[config.mk]
export PLATFORM = sky130hd
export DESIGN_NAME = ffpa_cell
export DESIGN_NICKNAME = d
export VERILOG_FILES = /design/src/hdl/ffpa_pkg.sv /design/src/hdl/ffpa_cell.sv
export SDC_FILE = /design/constraint.sdc
export NUM_CORES = 1
export LEC_CHECK = 0
export ABC_AREA = 1
export BUFFER_PORTS_ARGS = -buffer_cell sky130_fd_sc_hd__buf_2
export CAP_MARGIN = 20
export CORE_MARGIN = 3
export CORE_UTILIZATION = 49
export DETAILED_ROUTE_END_ITERATION = 6
export GPL_ROUTABILITY_DRIVEN = 0
export GPL_TIMING_DRIVEN = 0
export PLACE_DENSITY = 0.88
export SYNTH_ARGS = -nofsm -noshare
export SYNTH_HDL_FRONTEND = slang
export SYNTH_SLANG_ARGS = --single-unit
[constraint.sdc]
create_clock -name clk -period 9.83 [get_ports clk]
set_input_delay 1.966 -clock clk [delete_from_list [all_inputs] [get_ports clk]]
set_output_delay 1.966 -clock clk [all_outputs]
set_load 0.05 [all_outputs]
[src/hdl/ffpa_pkg.sv]
// Shared types, constants and codes of the first-fit page extent allocator.
package ffpa_pkg;
  localparam int MaxExtents = 64;
  localparam int IdxW = $clog2(MaxExtents);
  localparam int UsedW = $clog2(MaxExtents + 1);
  localparam int StartW = 16;
  localparam int LenW = 17;

  localparam logic [1:0] OpAlloc = 2'd0;
  localparam logic [1:0] OpFree = 2'd1;
  localparam logic [1:0] OpAdd = 2'd2;
  localparam logic [1:0] OpClear = 2'd3;

  localparam logic [1:0] StOk = 2'd0;
  localparam logic [1:0] StNoPages = 2'd1;
  localparam logic [1:0] StNoFit = 2'd2;
  localparam logic [1:0] StFull = 2'd3;

  localparam logic [LenW-1:0] LenMax = {LenW{1'b1}};

  typedef struct packed {
    logic [StartW-1:0] start;
    logic [LenW-1:0] len;
  } extent_t;

  // Per-cell write command, the same for every cell in one cycle.
  typedef struct packed {
    logic en;
    logic shift_up;
    logic shift_down;
    logic load;
    logic [IdxW-1:0] pos;
    logic [IdxW-1:0] tgt;
    extent_t value;
  } cell_cmd_t;

  function automatic logic [LenW-1:0] sat_add(input logic [LenW-1:0] a,
                                              input logic [LenW-1:0] b);
    logic [LenW:0] s;
    s = {1'b0, a} + {1'b0, b};
    return s[LenW] ? LenMax : s[LenW-1:0];
  endfunction
endpackage

[src/hdl/ffpa_cell.sv]
// One extent cell: holds an entry, shifts with its neighbours, flags fit and order.
module ffpa_cell (
  input  logic clk,
  input  logic [ffpa_pkg::IdxW-1:0] idx,
  input  ffpa_pkg::cell_cmd_t cmd,
  input  ffpa_pkg::extent_t lower,
  input  ffpa_pkg::extent_t upper,
  input  logic [ffpa_pkg::LenW-1:0] need,
  input  logic [ffpa_pkg::StartW-1:0] page,
  output ffpa_pkg::extent_t entry,
  output logic fits,
  output logic above
);
  import ffpa_pkg::*;

  always_ff @(posedge clk) begin
    if (cmd.en) begin
      if (cmd.load && idx == cmd.tgt) begin
        entry <= cmd.value;
      end else if (cmd.shift_up && idx > cmd.pos) begin
        entry <= lower;
      end else if (cmd.shift_down && idx >= cmd.pos) begin
        entry <= upper;
      end
    end
  end

  assign fits = entry.len >= need;
  assign above = entry.start > page;
endmodule

==> results of run 1 <==
## critical path: stages
cell and delay (ps):
buf_2 90, inv_1 40, ha_1 280, nand2_1 60, nor2_1 140, nand2_1 110, inv_1 70, nand2_1 50
a21oi_1 110, buf_2 270
## area by class of cell
type / instances / area share, %
sequential: 33 / 22.5
tap: 77 / 2.19
timing repair buffer: 189 / 21.5
buffer: 15 / 2.22
clock buffer: 5 / 1.56
multi-input combinational: 320 / 41.7
inverter: 96 / 8.19
clock inverter: 1 / 0.114
## cell families (layout without fill, tap and decap cells)
family                     after synthesis  in the layout
and+or+nand+nor                        255            255
buffers and inverters                  111            306
adders and majority gates               39             39
DFF                                     33             33
AOI/OAI and AO/OA                       24             24
xor gates and xnor gates                 2              2
## final timing paths
check / startpoint / to / slack, ps / cells past startpoint
worst min-delay path: cmd[32] / entry[32] / 1960 / 3
worst max-delay path: page[15] / above / 4680 / 10
## Yosys cell counts
library cell    n
a21boi_4        1
a21oi_1        16
buf_1           3
buf_2           6
buf_4           3
buf_6           3
clkinv_1        1
edfxtp_1       33
ha_1           39
inv_1          89
inv_2           6
nand2_1       157
nand2_2         2
nand2_4         1
nand3_1        37
nand3_2         1
nand3_4         1
nand3b_1       33
nand4_1         6
nor2_1         16
nor2_4          1
o21a_1          2
o21ai_0         3
o21ai_1         1
o21bai_1        1
xor2_1          2
## power by group through the flow
stage / Clock, mW / Combinational, mW / Sequential, mW
after floorplan: 0 / 0.105 / 0.248
after global placement: 0 / 0.229 / 0.192
after detailed placement: 0 / 0.236 / 0.192
after CTS: 0.0960 / 0.237 / 0.189
after global routing: 0.103 / 0.262 / 0.191
final: 0.0941 / 0.236 / 0.189
## per-stage QoR
stage	setup WS, ps	power (mW)
after detailed placement	4670	0.428
after CTS	4660	0.522
final	4680	0.519
after floorplan	4500	0.353
after global placement	4300	0.420
after global routing	4520	0.555
## per-layer routing
layer / vias up / GRT usage [%] / routed length [microns]
met5: - / 0 / 0
met4: 0 / 8.79 / 277
met3: 23 / 4.42 / 638
met2: 149 / 44.2 / 4780
met1: 1603 / 27.0 / 3660
li1: 1856 / - / -
==> results.cfg, run 1 <==
[status]
status = completed

[floorplan]
rows = 29
die-area_sq_um = 7710
fp.dieH_microns = 87.8
fp.dieW_microns = 87.8
start_util_pct = 51.0
io-pin-count = 190
core_sq_um = 6420

[grt]
grt.total_usage_pct = 23.9
grt_max_degree = 34
grt_pass1_vias = 3573
antenna_found_initial = 0
grt-ovfl-total = 0
grt_pass1_wl_microns = 14800

[power]
p_sw_uw = 212
intPower_uw = 307
switching_share_pct = 40.8
p_leak_nw = 2.64
p_comb_share_pct = 45.5
clkPwrFrac_pct = 18.1
ir_drop_mv = 0.0494
power_frac_seq_pct = 36.4
powerDensity_nw_per_um2 = 118

[synthesis]
synth-compound-area-share_pct = 4.31
syn-num-nets = 658
syn_area_sq_um = 3280
ys_warn_count = 0
avgSynthCellArea_sq_um = 7.06
synth_seq_cells = 33
syn_inst = 464
synth_seq_area_share_pct = 30.2
synth_mux_area_share_pct = 0
synth_top_family_by_area = simple AND/OR/NAND/NOR gates
ys_types = 26
yosysTopAreaCellShare_pct = 30.2
synth-simple-area-share_pct = 36.1
yosysTopAreaCell = edfxtp_1
yosys.area_share.adder_pct = 14.9
yosys-top-cells-area = edfxtp_1, nand2_1, ha_1
synth-xor-area-share_pct = 0.534

[clocking]
cts.clk_slew.worst_paths_ps = 60
post_cts_resized = 0
clk_root_buffer_cell = clkbuf_8
h-tree-depth = 2
cts_max_path_buffers = 2
clkSinkCount = 33
cts_tree = done
numCtsBuffers = 5
cts_hold_buf = 0
cts_setup_buffers = 0

[timing]
hold_viol = 0
holdWs_ps = 1960
maxSlewViolCount = 0
min_period_ps = 5150
finalSetupViolations = 0
grt_setup_unrepaired = false
min_period_over_period_pct = 52.4
worstMarginPinSlew_ps = 943
fmax_mhz = 194
relSlewSlack_pct = 37.0
fin_setup_tns_ps = 0

[routing]
ant_nets = 0
drt-initial-drc-count = 103
first_pass_iters = 6
num_vias = 3631
viasPerCell = 4.93
drc = 0
wl_microns = 9350
wire_per_inst_microns = 12.7

[cells_and_area]
antenna_cells = 0
design_area_sq_um = 4400
largestRegisters = entry x33
final_common_cell = buf_2
layout_common_cells = buf_2, nand2_1, inv_1, ha_1, nand3_1
final_layout_size_suffix_gt1_share_pct = 33.5
fin_nets = 854
syn_to_final_growth_pct = 34.3
multi_input_area_sq_um = 1840
largest_reg_flops = 33
fin_cells = 736
fillers = 540
top_register = entry
finalCoreUtilization_pct = 68.5
regArea_sq_um = 991

[placed_design]
dpl.hpwl_microns = 7900
place.port_buffers = 189
dpl.cell_count = 730
place_area_sq_um = 4330

[flow_run]
maxCapViolCount = 0

[critical_path]
required_ps = 7860
critPathMaxFanout = 2
critical_path_class = primary input to output port
critPathArrivalTime_ps = 3190
crit_path_start_kind = primary input
end_kind = output port

[hold_path]
hp-class = primary input to register
Power figures use the tool's default switching activity.
==> run 2, diff against run 1 <==
--- a/config.mk
+++ b/config.mk
@@ -5,15 +5,15 @@
 export SDC_FILE = /design/constraint.sdc
 export NUM_CORES = 1
 export LEC_CHECK = 0
-export ABC_AREA = 1
+export ABC_AREA = 0
 export BUFFER_PORTS_ARGS = -buffer_cell sky130_fd_sc_hd__buf_2
 export CAP_MARGIN = 20
 export CORE_MARGIN = 3
-export CORE_UTILIZATION = 49
+export CORE_UTILIZATION = 43
 export DETAILED_ROUTE_END_ITERATION = 6
 export GPL_ROUTABILITY_DRIVEN = 0
 export GPL_TIMING_DRIVEN = 0
-export PLACE_DENSITY = 0.88
+export PLACE_DENSITY = 0.82
 export SYNTH_ARGS = -nofsm -noshare
 export SYNTH_HDL_FRONTEND = slang
 export SYNTH_SLANG_ARGS = --single-unit
==> constraint.sdc (replaced) <==
create_clock -name clk -period 4.8 [get_ports clk]
set_input_delay 0.96 -clock clk [delete_from_list [all_inputs] [get_ports clk]]
set_output_delay 0.96 -clock clk [all_outputs]
set_load 0.05 [all_outputs]
==> run 2 against run 1 <==
  * Final area down 10%
  * Non-clock buffer count down 4
  * Global-route usage down 2.4 points
  * Clock-buffer cell count up 1
  * Clock power rose to 2.6 times the previous value
  * Critical path type unchanged
  * Critical endpoint is now fits
==> results.cfg, run 2 <==
[floorplan]
fp.dieW_microns = 86.9
die-area_sq_um = 7550
start_util_pct = 45.9
fp.dieH_microns = 86.9
io-pin-count = 190
core_sq_um = 6130
rows = 28

[power]
clkPwrFrac_pct = 23.7
intPower_uw = 674
switching_share_pct = 35.9
p_sw_uw = 378
ir_drop_mv = 0.147
powerDensity_nw_per_um2 = 265
power_frac_seq_pct = 36.3
p_comb_share_pct = 40.0
p_total_mw = 1.05
p_leak_nw = 2.02

[grt]
grt_pass1_vias = 2887
antenna_found_initial = 0
grt-ovfl-total = 0
grt_pass1_wl_microns = 12800
grt_max_degree = 34
grt.total_usage_pct = 21.5

[cells_and_area]
final_layout_size_suffix_gt1_share_pct = 44.6
final_common_cell = buf_2
syn_to_final_growth_pct = 40.8
largest_reg_flops = 33
fin_nets = 675
finalCoreUtilization_pct = 64.6
largestRegisters = entry x33
fin_cells = 557
antenna_cells = 0
layout_common_cells = buf_2, inv_1, ha_1, nand2_1
top_register = entry
design_area_sq_um = 3960

[clocking]
clk_root_buffer_cell = clkbuf_8
post_cts_resized = 0
cts_tree = done
cts_hold_buf = 0
cts_setup_buffers = 0
h-tree-depth = 2
numCtsBuffers = 5
clkSinkCount = 33
cts.clk_slew.worst_paths_ps = 60
cts_max_path_buffers = 2

[hold_path]
hold_depth = 3
min_to = entry[29]
min_from = cmd[29]
hp-class = primary input to register

[synthesis]
yosysTopAreaCellShare_pct = 35.2
syn-num-nets = 479
syn_inst = 285
synth_ff_type = edfxtp_1
avgSynthCellArea_sq_um = 9.88
yosys-top-cells-area = edfxtp_1, ha_1, mux2i_1
synth_seq_cells = 33
synth-edff-count = 33
yosysMostFrequentCell = inv_1
ys_warn_count = 0
yosysTopAreaCell = edfxtp_1
synth_seq_area_share_pct = 35.2
syn_area_sq_um = 2820
synth_commonest_cells = inv_1, ha_1, nand2_1
ys_types = 38
async_flop_share_pct = 0

[placed_design]
dpl.hpwl_microns = 7050
place.port_buffers = 189
dp_worst_setup_slack_ps = 1280
dpl.cell_count = 549
place_area_sq_um = 3860

[routing]
drt-initial-drc-count = 74
num_vias = 2805
wire_per_inst_microns = 14.7
wl_microns = 8210
viasPerCell = 5.04
first_pass_iters = 4
drc = 0
ant_nets = 0

[timing]
finalSetupViolations = 0
fin_setup_tns_ps = 0
relSlewSlack_pct = 45.8
min_period_over_period_pct = 74.0
grt_setup_unrepaired = false
hold_viol = 0
min_period_ps = 3550
setup_slack_ps = 1250
holdWs_ps = 954
maxSlewViolCount = 0
worstMarginPinSlew_ps = 813
fmax_mhz = 281

[critical_path]
required_ps = 3840
critPathMaxFanout = 2
cp-startpoint = need[8]
end_kind = output port
crit_path_start_kind = primary input
critical_path_class = primary input to output port
critPathArrivalTime_ps = 2590

[status]
status = completed

[flow_run]
maxCapViolCount = 0
-- run 2: changes by cell type in the layout (fill, tap and decap cells not counted), sizes merged, moves of 6 or more --
| cell | previous run | this run |
|---|---|---|
| buf | 204 | 198 |
| inv | 95 | 40 |
| nand2 | 160 | 37 |
| o21ai | 4 | 35 |
| nand3 | 39 | 2 |
| mux2i | 0 | 33 |
| a21o | 0 | 7 |
| nand3b | 33 | 0 |
| nor2 | 17 | 3 |
-- run 2: critical path, stage by stage --
cell and delay, ps:
buf_2 90, inv_1 40, ha_1 310, nand2_1 100
nor2_1 70, a221o_1 290, nor4b_1 410, o31ai_1 110
buf_2 220
-- run 2: cell type report --
class	count	area (sq um)
fill	520	2170
buffer	11	109
clock buffer	6	72.6
sequential	33	991
tap	75	93.8
clock inverter	2	33.8
inverter	40	150
timing repair buffer	189	946
multi-input combinational	201	1570
-- run 2: layer usage --
| metal | vias up | share of wire (%) | global-route usage (%) |
|---|---|---|---|
| met5 | - | 0 | 0 |
| met2 | 106 | 53 | 40.6 |
| met3 | 11 | 6.3 | 2.37 |
| met1 | 1274 | 39 | 25.1 |
| li1 | 1414 | - | - |
| met4 | 0 | 1.6 | 6.37 |
-- run 2: cell families (layout without fill, tap and decap cells) --
kind of cell | count (synthesis) | in the layout | synth area share [%]
AO/OA/AOI/OAI | 67 | 67 | 15.0
AND/OR/NAND/NOR | 56 | 56 | 9.64
buffers and inverters | 51 | 248 | 9.20
adder cells (fa/ha/maj) | 39 | 39 | 17.3
multiplexers | 33 | 33 | 11.7
flip-flops | 33 | 33 | 35.2
XOR/XNOR | 6 | 6 | 1.87
-- run 2: worst max path at each step --
| stage | endpoint | slack, ps |
|---|---|---|
| 3_5_place_dp | fits | 1280 |
| 2_1_floorplan | fits | 960 |
| 6_report | fits | 1250 |
| 4_1_cts | fits | 1270 |
| 3_3_place_gp | entry[20] | 940 |
| 5_1_grt | fits | 1090 |
-- run 2: power groups by stage --
stage	Sequential, mW	Combinational, mW	Clock [mW]
floorplan	0.499	0.170	0
global placement	0.387	0.410	0
detailed placement	0.388	0.423	0
CTS	0.382	0.424	0.256
global route	0.386	0.459	0.265
finish	0.382	0.420	0.249
==> run 3, diff against run 2 <==
--- a/config.mk
+++ b/config.mk
@@ -5,11 +5,11 @@
 export SDC_FILE = /design/constraint.sdc
 export NUM_CORES = 1
 export LEC_CHECK = 0
-export ABC_AREA = 0
+export ABC_AREA = 1
 export BUFFER_PORTS_ARGS = -buffer_cell sky130_fd_sc_hd__buf_2
 export CAP_MARGIN = 20
 export CORE_MARGIN = 3
-export CORE_UTILIZATION = 43
+export CORE_UTILIZATION = 45
 export DETAILED_ROUTE_END_ITERATION = 6
 export GPL_ROUTABILITY_DRIVEN = 0
 export GPL_TIMING_DRIVEN = 0
==> constraint.sdc (replaced) <==
create_clock -name clk -period 3.36 [get_ports clk]
set_input_delay 0.672 -clock clk [delete_from_list [all_inputs] [get_ports clk]]
set_output_delay 0.672 -clock clk [all_outputs]
set_load 0.05 [all_outputs]
==> run 3 against run 2 <==
  * Setup slack lost 550 ps
  * First-iteration DRC count rose by 2.7%
  * Clock-buffer cell count is 1 lower
  * Sequential cell count unchanged
  * Combinational power grew 65%
  * Clock power grew 12%
  * Sequential power rose by 45%
  * Sequential share of layout area decreased by 2.7 points
  * Die area rose by 10%
  * Cell count up 36%
  * Global-route usage is 0.82 points higher
  * Final area grew 12%
  * Highest routed layer unchanged
==> results.cfg, run 3 (synthesized netlist as in run 1, its figures left out) <==
[cells_and_area]
final_common_cell = buf_2
finalCoreUtilization_pct = 63.8
fin_nets = 854
syn_to_final_growth_pct = 35.2
antenna_cells = 0
final_layout_size_suffix_gt1_share_pct = 33.4
layout_common_cells = buf_2, nand2_1, inv_1, ha_1, nand3_1
largestRegisters = entry x33
largest_reg_flops = 33
top_register = entry
fillers = 631

[critical_path]
critPathMaxStageDelay_ps = 700
path_buf_inv = 1
required_ps = 3260
end_kind = register
cpLargestDelayFamily = simple AND/OR/NAND/NOR gates
crit_chain = buf_2 > ha_1 > nand2_2 > nor2_4 > a21boi_4 > nand2_4 > nand2_1 > nor2_1 > nor2_4
critPathArrivalTime_ps = 2560
critPathMaxFanout = 33
crit_path_start_kind = primary input
critical_path_class = primary input to register
cpMaxStageDelayCell = nor2_4
timing.critical_path.mode_cell = nor2_4

[power]
p_leak_nw = 2.65
ir_drop_mv = 0.141
powerDensity_nw_per_um2 = 344
p_total_mw = 1.52

[grt]
grt_pass1_wl_microns = 15200
grt_pass1_vias = 3552
antenna_found_initial = 0
grt_max_degree = 34
grt-ovfl-total = 0
grt.total_usage_pct = 22.3

[timing]
maxSlewViolCount = 0
setup_slack_ps = 699
fmax_mhz = 376
min_period_ps = 2660
hold_viol = 0
finalSetupViolations = 0
relSlewSlack_pct = 37.6
grt_setup_unrepaired = false
min_period_over_period_pct = 79.2
worstMarginPinSlew_ps = 933

[routing]
drc = 0
ant_nets = 0
num_vias = 3614
wl_microns = 9510
drt-initial-drc-count = 76
viasPerCell = 4.77
wire_per_inst_microns = 12.6
first_pass_iters = 4

[placed_design]
dpl.hpwl_microns = 8130
dp_worst_setup_slack_ps = 334
place.port_buffers = 189

[flow_run]
maxCapViolCount = 0

[floorplan]
fp.dieH_microns = 91.4
start_util_pct = 47.2
die-area_sq_um = 8340
core_sq_um = 6940
io-pin-count = 190
rows = 30
fp.dieW_microns = 91.4

[clocking]
h-tree-depth = 2
clk_root_buffer_cell = clkbuf_8
cts_tree = done
clkSinkCount = 33
cts_hold_buf = 0
post_cts_resized = 0
numCtsBuffers = 5
cts.clk_slew.worst_paths_ps = 70
cts_setup_buffers = 0
cts_max_path_buffers = 2

[hold_path]
hp-class = primary input to register

[status]
status = completed
run 3: changes by cell type in the layout (fill, tap and decap cells not counted), sizes merged, moves of 3 or more:
cell,delta
a21oi,+3
xnor2,-3
clkbuf,-3
buf,+6
nand3,+37
inv,+55
nor2,+14
nand3b,+33
nand2,+123
o21ai,-31
a21o,-7
clkinv,+3
mux2i,-33
run 3: power breakdown:
group	switching, mW	total (mW)	internal, mW	leakage [nW]
sequential	0.0300	0.552	0.522	0.311
clock	0.140	0.279	0.139	0.0430
combinational	0.452	0.694	0.241	2.29
run 3: layer usage:
layer | wire length, microns | GRT usage [%]
met1 | 3780 | 24.2
met2 | 4980 | 43.2
met3 | 557 | 4.06
met4 | 189 | 6.78
met5 | 0 | 0
run 3: final timing paths:
| check | from | to | slack, ps | cells after the start |
|---|---|---|---|---|
| worst min-delay path | cmd[21] | entry[21] | 660 | 3 |
| worst max-delay path | idx[5] | entry[14] | 700 | 9 |
run 3: final cells by class:
class	count	area (sq um)	area share [%]
Clock buffer	5	68.8	1.55
Tap cell	96	120	2.71
Clock inverter	3	12.5	0.282
Timing Repair Buffer	189	946	21.3
Inverter	96	360	8.13
Sequential cell	33	991	22.4
Multi-Input combinational cell	320	1840	41.4
Buffer	15	97.6	2.20
run 3: worst min-delay path, cell delays in order:
cell and delay, ps:
buf_2 70, nand2_1 40, nand2_1 50
run 3: per-stage QoR:
step           hold WS (ps)  instances  TNS, ps  cell area [sq um]
6_report                659        757        0               4430
3_5_place_dp            946        749        0               4350
4_1_cts                 648        757        0               4430
5_1_grt                 658        757        0               4430
3_3_place_gp            946        749    -3880               4350
2_1_floorplan           858        464        0               3280
